### src/rtl/core/sample_voice_pool_with_stealing_macros.svh
// Assertion macros for the voice pool; clock aclk, reset aresetn assumed in scope.
`ifndef SAMPLE_VOICE_POOL_WITH_STEALING_MACROS_SVH
`define SAMPLE_VOICE_POOL_WITH_STEALING_MACROS_SVH

// Clocked property, off while reset is held.
`define SVPS_ASSERT(lbl, prop, msg) \
    lbl: assert property (@(posedge aclk) disable iff (!aresetn) prop) else $error(msg);

// Implication checked in the next cycle.
`define SVPS_ASSERT_NEXT(lbl, ante, cons, msg) \
    lbl: assert property (@(posedge aclk) disable iff (!aresetn) (ante) |=> (cons)) \
        else $error(msg);

`endif

### src/rtl/core/svps_pkg.sv
// Shared types, constants and command/status bundles of the voice pool.
package svps_pkg;

    localparam int VOICES      = 32;
    localparam int VIDX_W      = $clog2(VOICES);
    localparam int MAX_SAMPLES = 128;

    localparam int SMP_W  = 7;
    localparam int LEN_W  = 24;
    localparam int STEP_W = 24;
    localparam int POS_W  = 40;
    localparam int FRAC_W = 16;
    localparam int GAIN_W = 16;
    localparam int KIND_W = 2;
    localparam int VOUT_W = 5;
    localparam int QCNT_W = 4;

    localparam int S_DATA_W = 56;
    localparam int M_DATA_W = 56;
    localparam int CFG_IDX_W = 2;

    localparam logic [KIND_W-1:0] KIND_FREE   = 2'd0;
    localparam logic [KIND_W-1:0] KIND_STEAL  = 2'd1;
    localparam logic [KIND_W-1:0] KIND_REJECT = 2'd2;
    localparam logic [KIND_W-1:0] KIND_READ   = 2'd3;

    localparam logic [CFG_IDX_W-1:0] REG_HIT_LIMIT   = 2'd0;
    localparam logic [CFG_IDX_W-1:0] REG_FADE_LENGTH = 2'd1;

    localparam logic [LEN_W-1:0]  HIT_LIMIT_RST   = 24'd14400;
    localparam logic [LEN_W-1:0]  FADE_LENGTH_RST = 24'd2400;
    localparam logic [GAIN_W-1:0] FULL_GAIN       = 16'd32768;

    typedef struct packed {
        logic load_in;
        logic idx_clr;
        logic idx_inc;
        logic best_upd;
        logic sel_free;
        logic sel_oldest;
        logic write_voice;
        logic out_trig;
        logic rd_voice;
        logic clear_active;
        logic eval_latch;
        logic div_step;
        logic res_commit;
        logic out_pend_last;
    } svps_cmd_t;

    typedef struct packed {
        logic is_tick;
        logic reject;
        logic cur_active;
        logic idx_last;
        logic expired;
        logic need_fade;
        logic div_done;
        logic pend_valid;
        logic out_free;
    } svps_stat_t;

endpackage

### src/rtl/core/svps_dp.sv
// Datapath: voice store, steal search, play window, fade divider, output register.
module svps_dp (
    input  logic                                  aclk,
    input  logic                                  aresetn,
    input  svps_pkg::svps_cmd_t                   cmd,
    output svps_pkg::svps_stat_t                  stat,
    input  logic                                  s_tuser,
    input  logic [svps_pkg::S_DATA_W-1:0]         s_tdata,
    input  logic                                  cfg_valid,
    input  logic [svps_pkg::CFG_IDX_W-1:0]        cfg_index,
    input  logic [svps_pkg::LEN_W-1:0]            cfg_data,
    output logic                                  m_tvalid,
    input  logic                                  m_tready,
    output logic [svps_pkg::M_DATA_W-1:0]         m_tdata,
    output logic [svps_pkg::KIND_W-1:0]           m_tuser,
    output logic                                  m_tlast
);
    import svps_pkg::*;

    logic [LEN_W-1:0] hit_reg, fade_reg;

    logic [SMP_W-1:0]  sidx_reg;
    logic [LEN_W-1:0]  slen_reg;
    logic [STEP_W-1:0] step_reg;

    logic [VOICES-1:0] act_reg;
    logic [SMP_W-1:0]  smp_mem [VOICES];
    logic [LEN_W-1:0]  len_mem [VOICES];
    logic [STEP_W-1:0] stp_mem [VOICES];
    logic [POS_W-1:0]  pos_mem [VOICES];

    logic [VIDX_W-1:0] idx_reg;
    logic [POS_W-1:0]  best_reg;
    logic [VIDX_W-1:0] best_idx_reg;
    logic              have_best_reg;
    logic [VIDX_W-1:0] vsel_reg;
    logic [KIND_W-1:0] kind_reg;

    logic [LEN_W-1:0]  win_reg, len_reg;
    logic [POS_W-1:0]  pos_reg;
    logic [SMP_W-1:0]  smp_reg;
    logic [STEP_W-1:0] stp_reg;
    logic [LEN_W-1:0]  rdi_reg;
    logic [POS_W-1:0]  rem_reg;
    logic [GAIN_W-1:0] q_reg;
    logic [QCNT_W-1:0] dcnt_reg;

    logic              pend_valid_reg;
    logic [VIDX_W-1:0] pend_voice_reg;
    logic [SMP_W-1:0]  pend_smp_reg;
    logic [LEN_W-1:0]  pend_rdi_reg;
    logic [GAIN_W-1:0] pend_gain_reg;

    logic              out_valid_reg;
    logic [KIND_W-1:0] out_kind_reg;
    logic [VIDX_W-1:0] out_voice_reg;
    logic [SMP_W-1:0]  out_smp_reg;
    logic [LEN_W-1:0]  out_rdi_reg;
    logic [GAIN_W-1:0] out_gain_reg;
    logic              out_last_reg;

    logic [SMP_W-1:0]  in_sidx;
    logic [LEN_W-1:0]  in_slen;
    logic              in_reject;
    logic [POS_W-1:0]  cur_pos;
    logic              new_best;
    logic [POS_W-1:0]  lim;
    logic [POS_W-1:0]  gap;
    logic [LEN_W-1:0]  pos_int;
    logic [LEN_W-1:0]  rdi_calc;
    logic [POS_W:0]    dv_sh;
    logic              dv_fits;
    logic              out_free;

    assign in_sidx   = s_tdata[SMP_W-1:0];
    assign in_slen   = s_tdata[SMP_W +: LEN_W];
    assign in_reject = (in_slen == '0) ||
                       ({1'b0, in_sidx} >= (SMP_W+1)'(MAX_SAMPLES));

    assign cur_pos  = pos_mem[idx_reg];
    assign new_best = !have_best_reg || (cur_pos > best_reg);

    assign lim      = {win_reg, {FRAC_W{1'b0}}};
    assign gap      = lim - pos_reg;
    assign pos_int  = pos_reg[POS_W-1:FRAC_W];
    assign rdi_calc = (pos_int >= len_reg) ? (len_reg - 1'b1) : pos_int;

    // divisor 2*fade shifted to the current quotient bit
    assign dv_sh   = ({{(POS_W-LEN_W){1'b0}}, fade_reg, 1'b0}) << dcnt_reg;
    assign dv_fits = {1'b0, rem_reg} >= dv_sh;

    assign out_free = !out_valid_reg || m_tready;

    assign stat.is_tick    = s_tuser;
    assign stat.reject     = in_reject;
    assign stat.cur_active = act_reg[idx_reg];
    assign stat.idx_last   = (idx_reg == VIDX_W'(VOICES-1));
    assign stat.expired    = (pos_reg >= lim);
    assign stat.need_fade  = (fade_reg != '0) && (gap < {fade_reg, {FRAC_W{1'b0}}});
    assign stat.div_done   = (dcnt_reg == '0);
    assign stat.pend_valid = pend_valid_reg;
    assign stat.out_free   = out_free;

    // configuration
    always_ff @(posedge aclk) begin
        if (!aresetn) begin
            hit_reg  <= HIT_LIMIT_RST;
            fade_reg <= FADE_LENGTH_RST;
        end else if (cfg_valid) begin
            if (cfg_index == REG_HIT_LIMIT) begin
                hit_reg <= cfg_data;
            end else if (cfg_index == REG_FADE_LENGTH) begin
                fade_reg <= cfg_data;
            end
        end
    end

    // active flags
    always_ff @(posedge aclk) begin
        if (!aresetn) begin
            act_reg <= '0;
        end else if (cmd.write_voice) begin
            act_reg[vsel_reg] <= 1'b1;
        end else if (cmd.clear_active) begin
            act_reg[idx_reg] <= 1'b0;
        end
    end

    // voice store
    always_ff @(posedge aclk) begin
        if (cmd.write_voice) begin
            smp_mem[vsel_reg] <= sidx_reg;
            len_mem[vsel_reg] <= slen_reg;
            stp_mem[vsel_reg] <= step_reg;
            pos_mem[vsel_reg] <= '0;
        end else if (cmd.res_commit) begin
            pos_mem[idx_reg] <= pos_reg + {{(POS_W-STEP_W){1'b0}}, stp_reg};
        end
    end

    // request, walk and search registers
    always_ff @(posedge aclk) begin
        if (cmd.load_in) begin
            sidx_reg <= in_sidx;
            slen_reg <= in_slen;
            step_reg <= s_tdata[SMP_W+LEN_W +: STEP_W];
            kind_reg <= in_reject ? KIND_REJECT : KIND_FREE;
            vsel_reg <= '0;
        end else if (cmd.sel_free) begin
            vsel_reg <= idx_reg;
            kind_reg <= KIND_FREE;
        end else if (cmd.sel_oldest) begin
            vsel_reg <= new_best ? idx_reg : best_idx_reg;
            kind_reg <= KIND_STEAL;
        end
        if (cmd.idx_clr) begin
            idx_reg       <= '0;
            have_best_reg <= 1'b0;
        end else begin
            if (cmd.idx_inc) begin
                idx_reg <= idx_reg + 1'b1;
            end
            if (cmd.best_upd && new_best) begin
                best_reg      <= cur_pos;
                best_idx_reg  <= idx_reg;
                have_best_reg <= 1'b1;
            end
        end
        if (cmd.rd_voice) begin
            len_reg <= len_mem[idx_reg];
            win_reg <= (len_mem[idx_reg] < hit_reg) ? len_mem[idx_reg] : hit_reg;
            pos_reg <= cur_pos;
            smp_reg <= smp_mem[idx_reg];
            stp_reg <= stp_mem[idx_reg];
        end
        if (cmd.eval_latch) begin
            rdi_reg  <= rdi_calc;
            rem_reg  <= gap;
            dcnt_reg <= QCNT_W'(GAIN_W-1);
            q_reg    <= stat.need_fade ? '0 : FULL_GAIN;
        end else if (cmd.div_step) begin
            if (dv_fits) begin
                rem_reg         <= rem_reg - dv_sh[POS_W-1:0];
                q_reg[dcnt_reg] <= 1'b1;
            end
            dcnt_reg <= dcnt_reg - 1'b1;
        end
    end

    // pending read result: held back until the next one shows whether it is last
    always_ff @(posedge aclk) begin
        if (!aresetn) begin
            pend_valid_reg <= 1'b0;
        end else if (cmd.res_commit) begin
            pend_valid_reg <= 1'b1;
        end else if (cmd.out_pend_last) begin
            pend_valid_reg <= 1'b0;
        end
    end

    always_ff @(posedge aclk) begin
        if (cmd.res_commit) begin
            pend_voice_reg <= idx_reg;
            pend_smp_reg   <= smp_reg;
            pend_rdi_reg   <= rdi_reg;
            pend_gain_reg  <= q_reg;
        end
    end

    // output register
    always_ff @(posedge aclk) begin
        if (!aresetn) begin
            out_valid_reg <= 1'b0;
        end else if (cmd.out_trig || cmd.out_pend_last ||
                     (cmd.res_commit && pend_valid_reg)) begin
            out_valid_reg <= 1'b1;
        end else if (m_tready) begin
            out_valid_reg <= 1'b0;
        end
    end

    always_ff @(posedge aclk) begin
        if (cmd.out_trig) begin
            out_kind_reg  <= kind_reg;
            out_voice_reg <= vsel_reg;
            out_smp_reg   <= sidx_reg;
            out_rdi_reg   <= '0;
            out_gain_reg  <= '0;
            out_last_reg  <= 1'b1;
        end else if (cmd.out_pend_last || (cmd.res_commit && pend_valid_reg)) begin
            out_kind_reg  <= KIND_READ;
            out_voice_reg <= pend_voice_reg;
            out_smp_reg   <= pend_smp_reg;
            out_rdi_reg   <= pend_rdi_reg;
            out_gain_reg  <= pend_gain_reg;
            out_last_reg  <= cmd.out_pend_last;
        end
    end

    assign m_tvalid = out_valid_reg;
    assign m_tuser  = out_kind_reg;
    assign m_tlast  = out_last_reg;
    assign m_tdata  = {{(M_DATA_W-VOUT_W-SMP_W-LEN_W-GAIN_W){1'b0}},
                       out_gain_reg, out_rdi_reg, out_smp_reg, VOUT_W'(out_voice_reg)};

endmodule

### src/rtl/core/svps_ctrl.sv
// Controller: sequences trigger search, tick walk and result hand-off.
module svps_ctrl (
    input  logic                  aclk,
    input  logic                  aresetn,
    input  logic                  s_tvalid,
    output logic                  s_tready,
    input  svps_pkg::svps_stat_t  stat,
    output svps_pkg::svps_cmd_t   cmd
);
    import svps_pkg::*;

    localparam logic [3:0] ST_IDLE  = 4'd0;
    localparam logic [3:0] ST_SCAN  = 4'd1;
    localparam logic [3:0] ST_WRITE = 4'd2;
    localparam logic [3:0] ST_EMIT  = 4'd3;
    localparam logic [3:0] ST_TLOAD = 4'd4;
    localparam logic [3:0] ST_TEVAL = 4'd5;
    localparam logic [3:0] ST_TDIV  = 4'd6;
    localparam logic [3:0] ST_TRES  = 4'd7;
    localparam logic [3:0] ST_TEND  = 4'd8;

    logic [3:0] state_reg, state_next;

    assign s_tready = (state_reg == ST_IDLE);

    always_comb begin
        cmd        = '0;
        state_next = state_reg;
        case (state_reg)
            ST_IDLE: begin
                if (s_tvalid) begin
                    cmd.load_in = 1'b1;
                    cmd.idx_clr = 1'b1;
                    if (stat.is_tick) begin
                        state_next = ST_TLOAD;
                    end else if (stat.reject) begin
                        state_next = ST_EMIT;
                    end else begin
                        state_next = ST_SCAN;
                    end
                end
            end
            ST_SCAN: begin
                if (!stat.cur_active) begin
                    cmd.sel_free = 1'b1;
                    state_next   = ST_WRITE;
                end else if (stat.idx_last) begin
                    cmd.sel_oldest = 1'b1;
                    state_next     = ST_WRITE;
                end else begin
                    cmd.best_upd = 1'b1;
                    cmd.idx_inc  = 1'b1;
                end
            end
            ST_WRITE: begin
                if (stat.out_free) begin
                    cmd.write_voice = 1'b1;
                    cmd.out_trig    = 1'b1;
                    state_next      = ST_IDLE;
                end
            end
            ST_EMIT: begin
                if (stat.out_free) begin
                    cmd.out_trig = 1'b1;
                    state_next   = ST_IDLE;
                end
            end
            ST_TLOAD: begin
                if (stat.cur_active) begin
                    cmd.rd_voice = 1'b1;
                    state_next   = ST_TEVAL;
                end else if (stat.idx_last) begin
                    state_next = ST_TEND;
                end else begin
                    cmd.idx_inc = 1'b1;
                end
            end
            ST_TEVAL: begin
                if (stat.expired) begin
                    cmd.clear_active = 1'b1;
                    if (stat.idx_last) begin
                        state_next = ST_TEND;
                    end else begin
                        cmd.idx_inc = 1'b1;
                        state_next  = ST_TLOAD;
                    end
                end else begin
                    cmd.eval_latch = 1'b1;
                    state_next     = stat.need_fade ? ST_TDIV : ST_TRES;
                end
            end
            ST_TDIV: begin
                cmd.div_step = 1'b1;
                if (stat.div_done) begin
                    state_next = ST_TRES;
                end
            end
            ST_TRES: begin
                if (!stat.pend_valid || stat.out_free) begin
                    cmd.res_commit = 1'b1;
                    if (stat.idx_last) begin
                        state_next = ST_TEND;
                    end else begin
                        cmd.idx_inc = 1'b1;
                        state_next  = ST_TLOAD;
                    end
                end
            end
            ST_TEND: begin
                if (!stat.pend_valid) begin
                    state_next = ST_IDLE;
                end else if (stat.out_free) begin
                    cmd.out_pend_last = 1'b1;
                    state_next        = ST_IDLE;
                end
            end
            default: begin
                state_next = ST_IDLE;
            end
        endcase
    end

    always_ff @(posedge aclk) begin
        if (!aresetn) begin
            state_reg <= ST_IDLE;
        end else begin
            state_reg <= state_next;
        end
    end

endmodule

### src/rtl/core/sample_voice_pool_with_stealing.sv
// Sample voice pool: top level joining controller and datapath.
// Trigger: the scan stops at the first idle voice; with all voices active the oldest is stolen.
// Tick: all 32 voices are walked; idle voices are skipped, expired ones are freed, and each
// other active voice is read, run through the fade divider when in the fade-out, and emitted.
// One request at a time; results leave through a one-deep output register.
// aresetn (synchronous, active low) stops all voices and restores the register defaults.
module sample_voice_pool_with_stealing (
    input  logic                                  aclk,
    input  logic                                  aresetn,
    input  logic                                  s_tvalid,
    output logic                                  s_tready,
    input  logic [svps_pkg::S_DATA_W-1:0]         s_tdata,  // sample_index, sample_length, rate_step
    input  logic                                  s_tuser,  // func
    output logic                                  m_tvalid,
    input  logic                                  m_tready,
    output logic [svps_pkg::M_DATA_W-1:0]         m_tdata,  // voice, sample_index_res, read_index, gain
    output logic [svps_pkg::KIND_W-1:0]           m_tuser,  // kind
    output logic                                  m_tlast,
    input  logic                                  cfg_valid,
    output logic                                  cfg_ready,
    input  logic [svps_pkg::CFG_IDX_W-1:0]        cfg_index,
    input  logic [svps_pkg::LEN_W-1:0]            cfg_data
);
    import svps_pkg::*;
    `include "sample_voice_pool_with_stealing_macros.svh"

    svps_cmd_t  cmd;
    svps_stat_t stat;

    assign cfg_ready = 1'b1;

    svps_ctrl u_ctrl (
        .aclk     (aclk),
        .aresetn  (aresetn),
        .s_tvalid (s_tvalid),
        .s_tready (s_tready),
        .stat     (stat),
        .cmd      (cmd)
    );

    svps_dp u_dp (
        .aclk      (aclk),
        .aresetn   (aresetn),
        .cmd       (cmd),
        .stat      (stat),
        .s_tuser   (s_tuser),
        .s_tdata   (s_tdata),
        .cfg_valid (cfg_valid),
        .cfg_index (cfg_index),
        .cfg_data  (cfg_data),
        .m_tvalid  (m_tvalid),
        .m_tready  (m_tready),
        .m_tdata   (m_tdata),
        .m_tuser   (m_tuser),
        .m_tlast   (m_tlast)
    );

    `SVPS_ASSERT_NEXT(a_one_request, s_tvalid && s_tready, !s_tready, "request overlap")
    `SVPS_ASSERT(a_trig_last, (m_tvalid && (m_tuser != KIND_READ)) |-> m_tlast, "trigger not last")
    `SVPS_ASSERT(a_gain_range, m_tvalid |-> (m_tdata[51:36] <= FULL_GAIN), "gain above full")
    `SVPS_ASSERT(a_trig_zero, (m_tvalid && (m_tuser != KIND_READ)) |-> (m_tdata[51:12] == '0), "trigger data")

endmodule

### config.mk
export PLATFORM = sky130hd
export DESIGN_NAME = sample_voice_pool_with_stealing
export DESIGN_NICKNAME = d
export VERILOG_FILES = /design/src/rtl/core/svps_pkg.sv /design/src/rtl/core/svps_dp.sv /design/src/rtl/core/svps_ctrl.sv /design/src/rtl/core/sample_voice_pool_with_stealing.sv
export VERILOG_INCLUDE_DIRS = /design/src /design/src/rtl/core
export SDC_FILE = /design/constraint.sdc
export NUM_CORES = 2
export LEC_CHECK = 0
export ABC_CLOCK_PERIOD_IN_PS = 11150
export BUFFER_PORTS_ARGS = -buffer_cell sky130_fd_sc_hd__buf_4
export CAP_MARGIN = 10
export CORE_MARGIN = 2
export CORE_UTILIZATION = 55
export CTS_CLUSTER_SIZE = 16
export DETAILED_ROUTE_END_ITERATION = 16
export GPL_TIMING_DRIVEN = 0
export PLACE_DENSITY = 0.71
export SYNTH_ARGS = -nofsm -noshare
export SYNTH_HDL_FRONTEND = slang
export SYNTH_SLANG_ARGS = --single-unit
### constraint.sdc
create_clock -name aclk -period 11.15 [get_ports aclk]
set_input_delay 1.115 -clock aclk [delete_from_list [all_inputs] [get_ports aclk]]
set_output_delay 1.115 -clock aclk [all_outputs]
set_load 0.01 [all_outputs]
==> results.md <==
- Total number of nets in the final design: 8272
- Data arrival time of the critical path: around 9100 ps
- Category of cells accounting for the largest share of critical-path delay: buffers and inverters
- Fmax achieved: 0.122 GHz
- Slew Viols, Final: 0
- Critical path's slowest cell: clkbuf_1
- Number of core rows: approximately 190
- Clock-pin slew of the registers on the worst-case setup and hold paths: roughly 60 ps
- Initial core utilization: 0.553
- Resized cells post-CTS: 0
- Number of fillers in the final layout: about 17000
- Pin slew with the least headroom to its limit: 1400 ps
- Count of H-tree levels built during CTS: 5
- DRT Wirelength: approximately 410 mm
- RSZ-0062 raised after global routing: no
- Cell area after technology mapping: 142000 sq um
- Port buffer count: around 140
- Routability-driven placement congestion ratio: just over 0.9
- DIE WIDTH: 512 um
- Post-route total power: ~35000 uW
- Number of flops mapped to enable cells by yosys: ~3400
- Die Area: between 200000 and 300000 sq um
- Final design utilization: 0.641
- First-pass DRT Iterations: 6
- Post-CTS Setup Bufs: 0
- Max-Cap Viols: 0
- Area of all placed cells without fillers: 165000 sq um
- Avg WL per Cell: 35.4 um
- Area of the core: ~260000 sq um
- Share of the cycle needed by the critical path after routing: 0.738
- Longest Clk Path Bufs: 4
- Number of flip-flops in the largest register: approximately 1300
- Worst-path cell chain: buf_1 -> clkbuf_1 -> buf_2 -> clkbuf_1 -> clkbuf_1 -> mux4_2 -> mux4_2 -> mux2_2 -> ha_1 -> and2_1 -> a221o_1 -> a21oi_1 -> a21oi_1 -> a211oi_1 -> o211ai_1 -> mux2i_1 -> o21ai_0
- Post-Syn Instances: just over 7000
- Tightest hold margin: between 200 and 300 ps
- Relative area change from synthesis to final layout: 15.8%
- Dominant register cell in the synthesized netlist: edfxtp_1
- Run status: finished clean
- Post-DP HPWL: between 200 and 300 mm
- Top Registers: u_dp.pos_mem (1280), u_dp.len_mem (768), u_dp.stp_mem (768)
- Avg Inst Size Synth: between 15 and 20 sq um
- Peak supply drop: approximately 0.00019 V
- Total global routing overflow: 0
- Highest cell delay on the worst timing path: 1020 ps
- Number of design-rule violations left by the first detailed-router iteration: roughly 12000
- Io pins: 150
- Distinct cells, synth: roughly 80
- Kind of end point of the critical path: flop
- Fraction of layout instances using a drive strength above 1: 0.248
- Global router's overall resource usage: 0.313
- Number of antenna violations at the first check in global routing: 20
- Ratio of total power to cell area: roughly 210 nW/um^2
- Clock Skew: 78.4 ps
- Worst setup SP type: flop
- Number of hold violations in the final report: 0
- Die boundary height: a little over 500 um
- CTS sink cnt: 3554
- Yosys warning total: 0
- Number of buffers inserted during clock tree synthesis: about 370
- Part of the Yosys area used for sequential elements: 0.740
- Root buf cell: clkbuf_16
- CTS tree: built
- Via count of the first global-routing pass: ~77000
- Detailed-route via count: slightly below 80000
- # DRC: 0
- Total placed instance area: about 150000 sq um
- Register name with the most flops: u_dp.pos_mem
- Antenna-violating nets left: 0
- Share of async-settable or async-resettable flops after synthesis: 0
- Post-CTS Hold Fix Bufs: 0
- Worst slew margin relative to its limit: 0.0667
- Detail-routed via count per cell: roughly 6.7
- Path type of the worst setup path: reg -> reg
- Most used cell along the critical path: clkbuf_1
- Worst-skew pair later-pin latency: 1010 ps
- Buffers and inverters on the worst path: 5
- Pleak: 0.0507 uW
- Maximum fanout encountered on the critical timing path: 10
- Setup total negative slack: 0 ps
- Maximum number of pins on one net before global-route repair: 67
- Setup-violating endpoint count in the final report: 0
- CP required: between 10000 and 15000 ps
- Time the worst path needs with I/O delays and setup: 8220 ps
- Path type of the worst min-delay path: in -> reg
- First-pass GRT wire length: roughly 570 mm
- Register bit count reported by yosys: 3554
-- cell type report --
cell class	instances	area, sq um	share of cell area
diodes	8	20.0	0.000122
plain buffers	340	1340	0.00812
clock buffers	464	9780	0.0594
clock inverters	177	1500	0.00914
inverters	171	646	0.00392
multi-input cells	3145	35600	0.216
flip-flops and latches	3554	105000	0.639
well taps	3384	4230	0.0257
repair buffers	396	6240	0.0379
-- final timing paths --
path                                                 from                        endpoint  slack [ps]  cells after the start
worst max-delay path                                 flop   u_dp.vsel_reg[3]$_SDFFE_PP0P_        2930                     17
worst min-delay path                          s_tdata[35]      u_dp.step_reg[4]$_DFFE_PP_         280                      1
worst max register to register                       flop   u_dp.vsel_reg[3]$_SDFFE_PP0P_        2930                     17
worst min register to register  u_dp.rdi_reg[3]$_DFFE_PP_  u_dp.pend_rdi_reg[3]$_DFFE_PP_         410                      0
-- cells in the final DEF (no fill, tap or decap), types with 48 or more instances in the layout --
| master | count |
|---|---|
| a31oi_1 | 57 |
| nor2_4 | 65 |
| a21o_1 | 66 |
| a22oi_1 | 133 |
| buf_1 | 104 |
| buf_8 | 48 |
| nand4_1 | 68 |
| buf_12 | 145 |
| ha_1 | 209 |
| nand2_1 | 423 |
| clkbuf_16 | 374 |
| clkbuf_1 | 287 |
| buf_4 | 147 |
| dfxtp_1 | 147 |
| edfxtp_1 | 3407 |
| clkinv_1 | 75 |
| buf_16 | 53 |
| nand3_1 | 59 |
| mux4_2 | 902 |
| xnor2_1 | 88 |
| o21ai_0 | 138 |
| clkinv_2 | 61 |
| mux2i_1 | 60 |
| mux2_2 | 83 |
| a21oi_1 | 234 |
| inv_1 | 165 |
| nor2_1 | 144 |
-- logic make-up after synthesis --
| group | share of synthesized area |
|---|---|
| flops | 0.740 |
| mux | 0.154 |
| simple gates | 0.0316 |
| compound gates | 0.0336 |
| buf+inv | 0.0139 |
| fa+ha+maj | 0.0185 |
| xor+xnor | 0.00794 |
| other cells | 0.0000528 |
-- metrics by stage --
step | setup slack, ps | cells
after floorplan | 3120 | 7210
after global placement | -109 | 10700
after detailed placement | 2770 | 11000
after CTS | 2740 | 11600
after global routing | 2690 | 11600
final | 2930 | 11600
-- cell usage after synthesis, drive strengths merged (4+ instances only) --
library cell / count / share of area
edfxtp: 3407 / 0.72
mux4: 902 / 0.14
nand2: 423 / 0.011
nor2: 241 / 0.0064
a21oi: 239 / 0.0084
clkbuf: 210 / 0.0055
ha: 209 / 0.018
inv: 167 / 0.0044
dfxtp: 147 / 0.021
o21ai: 140 / 0.0049
a22oi: 133 / 0.0070
buf: 130 / 0.0038
xnor2: 89 / 0.0055
mux2: 85 / 0.0068
nand4: 68 / 0.0030
a21o: 66 / 0.0035
mux2i: 60 / 0.0042
a31oi: 59 / 0.0026
nand3: 59 / 0.0021
nor3: 45 / 0.0016
xor2: 39 / 0.0024
and3: 25 / 0.0011
nand2b: 25 / 0.0011
nor4: 25 / 0.0011
o211ai: 19 / 0.0010
a211oi: 17 / 0.00093
nor2b: 17 / 0.00075
or2: 15 / 0.00066
o21a: 13 / 0.00069
and2: 12 / 0.00053
o31ai: 12 / 0.00063
o21bai: 10 / 0.00053
nand3b: 7 / 0.00037
o22ai: 7 / 0.00031
or3: 7 / 0.00031
nor3b: 6 / 0.00032
o211a: 6 / 0.00042
a221oi: 4 / 0.00025
a311o: 4 / 0.00028
a311oi: 4 / 0.00025
clkinv: 4 / 0.00011
or4: 4 / 0.00024
-- where the power goes --
part	switching (uW)	leakage [uW]	internal (uW)	total, uW
clock network	5000	0.00554	6720	11700
registers	472	0.0306	15300	15700
logic	4350	0.0145	2920	7270
-- worst reg2reg max path: stages (launching register included) --
cell	delay [ps]
dfxtp_1	440
buf_1	540
clkbuf_1	560
buf_2	490
clkbuf_1	810
clkbuf_1	1030
mux4_2	460
mux4_2	500
mux2_2	420
ha_1	350
and2_1	180
a221o_1	300
a21oi_1	150
a21oi_1	90
a211oi_1	910
o211ai_1	500
mux2i_1	220
o21ai_0	220
-- metal layers --
layer / global-route usage / wire length, um / part of all wire / up-vias
met5: 0 / 96 / 0.00023 / -
met3: 0.0799 / 48000 / 0.12 / 1023
li1: - / - / - / 31100
met1: 0.425 / 151000 / 0.37 / 40700
met4: 0.137 / 20400 / 0.050 / 12
met2: 0.483 / 193000 / 0.47 / 5435
(Power assumes the default switching activity.)
